<file path="config.mk">
export PLATFORM = sky130hd
export DESIGN_NAME = mandelbrot_escape_iterator
export DESIGN_NICKNAME = d
export VERILOG_FILES = /design/src/sv/mbe_pkg.sv /design/src/sv/mbe_seq.sv /design/src/sv/mandelbrot_escape_iterator.sv
export SDC_FILE = /design/constraint.sdc
export NUM_CORES = 2
export LEC_CHECK = 0
export BUFFER_PORTS_ARGS = -buffer_cell sky130_fd_sc_hd__buf_2
export CORE_ASPECT_RATIO = 2
export CORE_MARGIN = 4
export CORE_UTILIZATION = 65
export DETAILED_ROUTE_END_ITERATION = 7
export PLACE_DENSITY = 0.83
export REMOVE_ABC_BUFFERS = 1
export SLEW_MARGIN = 20
export SYNTH_ARGS = -nofsm -noshare
export SYNTH_HDL_FRONTEND = slang
export SYNTH_SLANG_ARGS = --single-unit
</file>
<file path="constraint.sdc">
create_clock -name i_clk -period 16 [get_ports i_clk]
set_input_delay 0.8 -clock i_clk [delete_from_list [all_inputs] [get_ports i_clk]]
set_output_delay 0.8 -clock i_clk [all_outputs]
set_load 0.05 [all_outputs]
</file>
<file path="src/sv/mbe_pkg.sv">
// mbe_pkg: control word layout and microprogram for the escape-time iterator
// no dependencies; used by mbe_seq and mandelbrot_escape_iterator
package mbe_pkg;

    localparam int STEP_BITS = 3;

    typedef logic [STEP_BITS-1:0] t_step;

    // multiplier operand pairs
    typedef enum logic [1:0] {
        MUL_RR = 2'd0,
        MUL_II = 2'd1,
        MUL_RI = 2'd2
    } t_mul;

    // where the shifted product lands
    typedef enum logic [1:0] {
        CAP_NONE = 2'd0,
        CAP_SR   = 2'd1,
        CAP_SI   = 2'd2,
        CAP_T    = 2'd3
    } t_cap;

    // next-step selection
    typedef enum logic [1:0] {
        JMP_NEXT     = 2'd0,
        JMP_WAIT_IN  = 2'd1,
        JMP_LOOP     = 2'd2,
        JMP_WAIT_OUT = 2'd3
    } t_jmp;

    typedef struct packed {
        t_mul  mul;
        t_cap  cap;
        logic  load;
        logic  esc;
        logic  upd;
        logic  emit;
        t_jmp  jmp;
        t_step target;
    } t_uword;

    // conditions the sequencer branches on
    typedef struct packed {
        logic in_valid;
        logic done;
        logic out_free;
    } t_cond;

    localparam t_step STEP_IDLE  = 3'd0;
    localparam t_step STEP_LOOP  = 3'd1;

    function automatic t_uword urom(input t_step addr);
        t_uword w;
        w = '{mul: MUL_RR, cap: CAP_NONE, load: 1'b0, esc: 1'b0, upd: 1'b0,
              emit: 1'b0, jmp: JMP_NEXT, target: STEP_IDLE};
        unique case (addr)
            3'd0: begin
                w.load = 1'b1;
                w.jmp  = JMP_WAIT_IN;
            end
            3'd1: begin
                w.mul = MUL_RR;
            end
            3'd2: begin
                w.mul = MUL_II;
                w.cap = CAP_SR;
            end
            3'd3: begin
                w.mul = MUL_RI;
                w.cap = CAP_SI;
            end
            3'd4: begin
                w.cap = CAP_T;
                w.esc = 1'b1;
            end
            3'd5: begin
                w.upd    = 1'b1;
                w.jmp    = JMP_LOOP;
                w.target = STEP_LOOP;
            end
            3'd6: begin
                w.emit   = 1'b1;
                w.jmp    = JMP_WAIT_OUT;
                w.target = STEP_IDLE;
            end
            default: begin
                w.jmp    = JMP_WAIT_OUT;
                w.target = STEP_IDLE;
            end
        endcase
        return w;
    endfunction

endpackage

</file>
<file path="src/sv/mbe_seq.sv">
// mbe_seq: step counter, microprogram read and conditional branching
// depends on mbe_pkg
module mbe_seq (
    input  logic            i_clk,
    input  logic            i_rst_n,
    input  mbe_pkg::t_cond  i_cond,
    output mbe_pkg::t_uword o_ctrl
);
    import mbe_pkg::*;

    t_step  r_step;
    t_step  n_step;
    t_uword w_word;

    assign w_word = urom(r_step);
    assign o_ctrl = w_word;

    always_comb begin
        n_step = r_step;
        unique case (w_word.jmp)
            JMP_NEXT:     n_step = r_step + 1'b1;
            JMP_WAIT_IN:  if (i_cond.in_valid) n_step = r_step + 1'b1;
            JMP_LOOP:     n_step = i_cond.done ? r_step + 1'b1 : w_word.target;
            JMP_WAIT_OUT: if (i_cond.out_free) n_step = w_word.target;
            default:      n_step = STEP_IDLE;
        endcase
    end

    always_ff @(posedge i_clk) begin
        if (!i_rst_n) begin
            r_step <= STEP_IDLE;
        end else begin
            r_step <= n_step;
        end
    end

endmodule

</file>
<file path="src/sv/mandelbrot_escape_iterator.sv">
// mandelbrot_escape_iterator: escape-time iteration z = z*z + c in signed fixed point
// depends on mbe_pkg and mbe_seq
//
//  channel | signals                                   | direction
//  --------+-------------------------------------------+----------
//  in      | i_in_valid / o_in_ready, budget, z0, c    | into block
//  out     | o_out_valid / i_out_ready, count, final z | out of block
//
// one shared 32x32 multiplier; an iteration steps through three products, the escape
// test and the z update; a job holds the sequencer through the idle step, N iterations
// and the emit step, N being the iterations actually run
// the finished beat sits in an output register; the next job starts while it waits
// the emit step stalls only while the previous result beat is still unaccepted
// reset is synchronous, active low; clears the step counter and output valid
module mandelbrot_escape_iterator #(
    parameter int COUNT_BITS = 16,
    parameter int FRAC_BITS  = 24
) (
    input  logic               i_clk,
    input  logic               i_rst_n,
    input  logic               i_in_valid,
    output logic               o_in_ready,
    input  logic        [15:0] i_iteration_budget,
    input  logic signed [31:0] i_start_real,
    input  logic signed [31:0] i_start_imag,
    input  logic signed [31:0] i_point_real,
    input  logic signed [31:0] i_point_imag,
    output logic               o_out_valid,
    input  logic               i_out_ready,
    output logic        [15:0] o_escape_count,
    output logic signed [31:0] o_final_real,
    output logic signed [31:0] o_final_imag
);
    import mbe_pkg::*;

    localparam int SW = 64 - FRAC_BITS;   // width of a shifted product
    localparam int EW = SW + 2;           // width of an updated z before saturation
    localparam logic signed [SW:0] LIMIT = (SW+1)'(64'd4 << FRAC_BITS);

    t_uword w_ctrl;
    t_cond  w_cond;

    logic signed [31:0]       r_zr, r_zi, r_cr, r_ci;
    logic [COUNT_BITS-1:0]    r_left;
    logic signed [63:0]       r_prod;
    logic signed [SW-1:0]     r_sr, r_si, r_t;
    logic                     r_esc;
    logic                     r_out_valid;
    logic [15:0]              r_count;
    logic signed [31:0]       r_fr, r_fi;

    logic signed [31:0]       w_ma, w_mb;
    logic signed [SW-1:0]     w_shift;
    logic signed [SW:0]       w_mag;
    logic signed [EW-1:0]     w_nr, w_ni;
    logic [COUNT_BITS-1:0]    w_load_left;
    logic                     w_accept;
    logic                     w_out_free;

    function automatic logic signed [31:0] sat32(input logic signed [EW-1:0] x);
        logic [EW-32:0] hi;
        hi = x[EW-1:31];
        if (hi == '0 || hi == '1) begin
            return x[31:0];
        end else if (x[EW-1]) begin
            return 32'sh8000_0000;
        end else begin
            return 32'sh7fff_ffff;
        end
    endfunction

    mbe_seq u_seq (
        .i_clk   (i_clk),
        .i_rst_n (i_rst_n),
        .i_cond  (w_cond),
        .o_ctrl  (w_ctrl)
    );

    assign o_in_ready = w_ctrl.load;
    assign w_accept   = i_in_valid && o_in_ready;
    assign w_out_free = !r_out_valid || i_out_ready;

    assign w_cond.in_valid = i_in_valid;
    assign w_cond.done     = r_esc || (r_left == COUNT_BITS'(1));
    assign w_cond.out_free = w_out_free;

    always_comb begin
        unique case (w_ctrl.mul)
            MUL_RR: begin
                w_ma = r_zr;
                w_mb = r_zr;
            end
            MUL_II: begin
                w_ma = r_zi;
                w_mb = r_zi;
            end
            MUL_RI: begin
                w_ma = r_zr;
                w_mb = r_zi;
            end
            default: begin
                w_ma = r_zr;
                w_mb = r_zr;
            end
        endcase
    end

    // arithmetic shift is the floor of the scaled product
    assign w_shift = SW'(r_prod >>> FRAC_BITS);
    assign w_mag   = (SW+1)'(r_sr) + (SW+1)'(r_si);
    assign w_nr    = EW'(r_sr) - EW'(r_si) + EW'(r_cr);
    assign w_ni    = EW'(r_t) + EW'(r_t) + EW'(r_ci);

    // a zero budget runs one iteration
    assign w_load_left = (COUNT_BITS'(i_iteration_budget) == '0) ? COUNT_BITS'(1)
                                                               : COUNT_BITS'(i_iteration_budget);

    always_ff @(posedge i_clk) begin
        r_prod <= w_ma * w_mb;
        if (w_accept) begin
            r_zr   <= i_start_real;
            r_zi   <= i_start_imag;
            r_cr   <= i_point_real;
            r_ci   <= i_point_imag;
            r_left <= w_load_left;
        end
        unique case (w_ctrl.cap)
            CAP_NONE: ;
            CAP_SR:   r_sr <= w_shift;
            CAP_SI:   r_si <= w_shift;
            CAP_T:    r_t  <= w_shift;
            default:  ;
        endcase
        if (w_ctrl.esc) begin
            r_esc <= w_mag > LIMIT;
        end
        if (w_ctrl.upd) begin
            r_zr   <= sat32(w_nr);
            r_zi   <= sat32(w_ni);
            r_left <= r_left - 1'b1;
        end
        if (w_ctrl.emit && w_out_free) begin
            r_count <= r_esc ? 16'(r_left) : 16'd0;
            r_fr    <= r_zr;
            r_fi    <= r_zi;
        end
    end

    always_ff @(posedge i_clk) begin
        if (!i_rst_n) begin
            r_out_valid <= 1'b0;
        end else if (w_ctrl.emit && w_out_free) begin
            r_out_valid <= 1'b1;
        end else if (i_out_ready) begin
            r_out_valid <= 1'b0;
        end
    end

    assign o_out_valid    = r_out_valid;
    assign o_escape_count = r_count;
    assign o_final_real   = r_fr;
    assign o_final_imag   = r_fi;

    // a result beat only appears right after the emit step
    a_out_from_emit: assert property (@(posedge i_clk) disable iff (!i_rst_n)
        $rose(o_out_valid) |-> $past(w_ctrl.emit))
        else $error("output valid rose without an emit step");

    // the iteration counter never wraps through zero
    a_left_nonzero: assert property (@(posedge i_clk) disable iff (!i_rst_n)
        w_ctrl.upd |-> r_left != '0)
        else $error("iteration update with an exhausted budget");

    // the input side is only open in the idle step
    a_ready_idle: assert property (@(posedge i_clk) disable iff (!i_rst_n)
        w_accept |=> !o_in_ready)
        else $error("accepted a second job without iterating");

endmodule

</file>
======== After elaboration in Yosys (flattened, before gate mapping) ========
Cells that the tools add are included.
W data, S select, Z words.
operators by class
  $add $sub $neg .......................... 7
  multiply operators ...................... 1
  div/mod/pow operators ................... 0
  order comparisons ....................... 1
  eq/ne operators ......................... 19
  shift-type cells ........................ 0
  multiplexer cells ....................... 27
  bitwise operators ....................... 0
  reductions and logical operators ........ 17
operator list
  cell                     count
  $mux W32                 10
  $add A41 B32 Y42         2
  $add A40 B40 Y41         2
  $mul A32 B32 Y64         1
  $mux W16                 3
  $gt A41 B28 Y1 const B   1
  $sub A40 B40 Y41         1
  $eq A11 B11 Y1 const B   2
  $logic_not A11 Y1        2
  $eq A16 B1 Y1 const B    1
  $logic_not A16 Y1        1
  $sub A16 B1 Y16 const B  1
  $pmux W2 S3              2
  $pmux W3 S4              1
  $eq A2 B2 Y1 const B     5
  $eq A3 B3 Y1 const B     3
  $mux W3                  3
  $mux W1                  7
  $eq A2 B1 Y1 const B     3
  $eq A3 B2 Y1 const B     2
  $logic_or A1 B1 Y1       4
  $ne A2 B2 Y1 const B     2
  $pmux W2 S2              1
  $reduce_bool A2 Y1       2
  9 further kinds          10
word-level totals
  flip-flop bits (word level) ............. 413
  latch bits .............................. 0
  bits in writable memories ............... 0
  ROM bits ................................ 0
  input port bits ......................... 148
  memories ................................ 0

======== Logic depth before layout (Yosys ltp) ========
  depth in word-level cells ............... 6
  mapped depth ............................ 37
  depth with buffers taken out ............ 33

======== Cells and area by module ========
Synthesis repeated with hierarchy kept, for this count alone.
unflattened totals
  cell total of the unflattened synthesis .. 5843
  area total of the unflattened synthesis .. 57292.4 um2
by module, submodules not included
  module                      times used  cells each  area each (um2)
  mandelbrot_escape_iterator  1           5796        56923.3
  mbe_seq                     1           47          369.1

======== Worst setup path before layout ========
OpenSTA, ideal clock, no wires.
  path type ............................... register to register
  from .................................... register u_seq.r_step[0]
  to ...................................... register r_prod[62]
  arrival time ............................ 9508 ps
  setup slack ............................. 6420 ps
  cell stages (with the launch flop) ...... 34
  buffers on the path ..................... 3
  clock period less this slack ............ 9580 ps
  cells stage by stage .................... dfxtp_1 -> inv_1 -> ha_1 -> nor2b_1 -> ha_1 -> clkbuf_1 -> buf_1 -> mux2_2 -> clkbuf_1 -> nand2_1 -> inv_1 -> fa_1 -> fa_1 -> fa_1 -> fa_1 -> inv_1 -> fa_1 -> inv_1 -> fa_1 -> inv_1 -> fa_1 -> inv_1 -> fa_1 -> ha_1 -> a21oi_1 -> nor2b_1 -> o21ai_0 -> nand2b_1 -> or3_1 -> o21ai_1 -> a21oi_1 -> a211o_1 -> a21oi_1 -> xnor2_1
between the ends
  longest elaborated chain between the ends .. 6
ends and longest elaborated chain
  what                                          RTL line                           text
  start: declaration                            mbe_seq.sv:11                      t_step r_step;
  start signal: assignment                      mbe_seq.sv:33                      r_step <= n_step;
  $eq A3 B2 Y1                                  mbe_pkg.sv:57                      unique case (addr)
  $pmux W2 S2 *                                 mbe_pkg.sv:57
  $eq A2 B2 Y1 or $eq A2 B1 Y1 (tied branches)  mandelbrot_escape_iterator.sv:88   unique case (w_ctrl.mul)
  $reduce_or A2 Y1 (no source line)             n/a
  $mux W32                                      mandelbrot_escape_iterator.sv:88
  $mul A32 B32 Y64 *                            mandelbrot_escape_iterator.sv:119  r_prod <= w_ma * w_mb;
  end signal: assignment                        mandelbrot_escape_iterator.sv:119
  end: declaration                              mandelbrot_escape_iterator.sv:45   logic signed [63:0] r_prod;
Mark *: on every way between the ends. The rest lies on a longest branch, timed or not.
A chain may end at the register's enable or synchronous reset.

======== Worst setup path after layout ========
  from .................................... register u_seq.r_step[0]
  to ...................................... register r_prod[63]
The elaborated chain is that of the path after synthesis.

==> metrics <==
Post-DRT Antenna Nets 0; top_reg_cell synth edfxtp_1; R2R cell count 27; Num CTS Buffers 37; R2R setup slack 3.63 ns; path type of the worst setup path flop to flop; Filler cells 6532; Yosys reg bits 389; CP Launch Type flop; All-Layer GR Usage 0.483; CTS tree yes; Fin Hold WS 0.342 ns; Worst setup endpoint r_prod[63]; # clock sinks 389; remaining global-route overflow 0; Worst setup EP type flop; final layout net count 7521; share of layout cells above drive strength 1 0.0843; H-tree Lvls 2; drt total wl 218000 um; Syn Area/Cell 9.79 um^2; r2r startpoint u_seq.r_step[0]; Placed Area 0.0594 mm^2; MaxCap Viol Count 0; multi-input logic area 0.0406 mm^2; area delta synth->final 7.09%; routed via count 46400; most crowded layer after global routing met2; post-synthesis sequential area ratio 0.198; IO buf count 229; Die W 217 um; final hold violations 0; CTS hold repair buffers 0; CP startpoint u_seq.r_step[0]; Crit Path Max Fanout 41; Die Ht 426 um; Synth Cell Area 0.0567 mm^2; drt pass-1 iters 8; min Tclk post-route 12.37 ns; flip-flop and latch area 0.0112 mm^2; global-route wire length before repair 318000 um; RR Endpoint r_prod[63]; Final Cell Area 0.0607 mm^2; Top cell by count, worst path fa_1; Slew Limit Fails 0; clock skew 0.0653 ns; Post-synth EDFFs 345; GP Congestion 1.12; clock transition at the registers of the reported paths 0.07 ns; vias per cell 6.50; critical path arrival 12.85 ns; hpwl dp 170000 um; met1 Use GR 0.454; buffers plus inverters on the worst setup path 4; outcome finished, final reports clean; drc violations 0; I/O pins 230; Min-Delay Path Class input pin to flop; Wirelength per Cell 30.5 um; delay-heaviest family, CP adder cells; Slowest-stage cell, CP fa_1; Synth warnings 0; std cell rows 153; largest net degree at the start of global routing 74; Worst-Margin Slew 1.27 ns; relative slew slack 0.149; Clk Latency, worst-skew pair 0.64 ns; final setup fails 0; Yosys cell types 83; Cells after Synth 5795; Die Area 0.0923 mm^2; Req. time, crit path 16.48 ns; CP Depth 27; period utilization 0.773; Post-CTS Resized 0; Max Clock Freq 80.8 MHz; async set-reset flop share out of synthesis 0; met2 global-route usage 0.799; RSZ-0062 raised after global routing false; CTS Root Cell clkbuf_16; aggregate negative setup slack 0 ns; GR Layer Usage met3 0.151; Core Region 0.0867 mm^2; CP max stage delay 0.95 ns; vias in the first global route 51000; initial antenna violation count 22; 1st-iter DRT viols 4739; number of buffers added for setup after CTS 0; clock buffer depth 3; Initial Util 0.654
[logic make-up after synthesis]
group                    count (synthesis)  share of synthesized area
flip-flops                             389                      0.198
buffers and inverters                 1355                     0.0902
AND/OR/NAND/NOR                       1723                      0.129
multiplexers                           122                     0.0228
adder cells (fa/ha/maj)               1433                      0.465
AO/OA/AOI/OAI                          629                     0.0728
XOR/XNOR                               144                     0.0222
[area by class of cell]
class / count / area share
well taps: 1162 / 0.0239
diodes: 18 / 0.000742
multi-input cells: 4051 / 0.669
inverters: 1137 / 0.0703
clock inverters: 22 / 0.00455
repair buffers: 324 / 0.0306
clock buffers: 44 / 0.0157
flip-flops and latches: 389 / 0.185
[routing by layer]
metal  routed length (um)  part of all wire  vias to the layer above
met5                   71           0.00033                        -
met2               105000              0.48                     3480
li1                     -                 -                    18500
met3                23300              0.11                     1612
met1                58900              0.27                    22800
met4                31400              0.14                       10
[Yosys cell counts, types with 24 or more instances]
master    count  area (um^2)
inv_1      1136         4260
fa_1       1123        22500
nand2_1     675         2530
nor2_1      645         2420
edfxtp_1    345        10400
ha_1        310         3880
clkbuf_1    184          691
a21oi_1     177          886
nand3_1     134          671
o21ai_0     123          616
xnor2_1      94          823
a21o_1       75          563
mux2i_1      65          651
mux2_2       55          619
xor2_1       50          438
and2_1       45          282
dfxtp_1      44          881
nor3_1       36          180
nand2b_1     32          200
nand4_1      30          188
o211ai_1     29          218
o21a_1       29          218
a211oi_1     26          195
a31oi_1      26          163
and3_1       26          163
nor2b_1      26          163
nor4_1       24          150
[sequential cells by signal, summed over array words and instances, names as in the netlist]
signal / cells
o_out_valid: 1
o_final_real: 32
r_sr: 40
o_final_imag: 32
r_t: 40
r_zi: 32
r_si: 40
r_prod: 40
r_zr: 32
r_ci: 32
r_esc: 1
u_seq.r_step: 3
r_left: 16
o_escape_count: 16
r_cr: 32
[worst min path at each step]
stage                           startpoint  endpoint  slack (ns)  depth (start not counted)
after floorplan                 r_prod[24]   r_si[0]        0.42                          0
after global placement          r_prod[63]   r_t[39]        0.46                          0
after detailed placement        r_prod[63]  r_si[39]        0.45                          0
after CTS                  i_point_real[2]   r_cr[2]        0.33                          1
after global routing      i_point_imag[16]  r_ci[16]        0.35                          1
final                     i_point_imag[11]  r_ci[11]        0.34                          1
[metrics by stage]
step / std cells / util / setup WS (ns)
after floorplan: 5577 / - / 5.13
after global placement: 7063 / 0.685 / 4.39
after detailed placement: 7063 / 0.685 / 4.68
after CTS: 7129 / 0.700 / 4.52
after global routing: 7133 / 0.700 / 3.41
final: 7147 / 0.700 / 3.63
[layout by cell type, fill, tap and decap left out, drive strengths merged, types with 27 or more instances in the layout]
| cell type | count |
|---|---|
| clkbuf | 44 |
| ha | 310 |
| and2 | 46 |
| xor2 | 50 |
| xnor2 | 94 |
| nor2 | 645 |
| nand2b | 32 |
| edfxtp | 345 |
| fa | 1123 |
| inv | 1140 |
| mux2 | 57 |
| o21a | 29 |
| a21o | 75 |
| nand2 | 675 |
| buf | 324 |
| o211ai | 29 |
| a21oi | 177 |
| mux2i | 65 |
| a211oi | 27 |
| nor3 | 37 |
| nand3 | 134 |
| nand4 | 30 |
| dfxtp | 44 |
| o21ai | 125 |
Power is not shown: default switching activity piles up to over one toggle a cycle in this logic, so the estimate is an artifact.
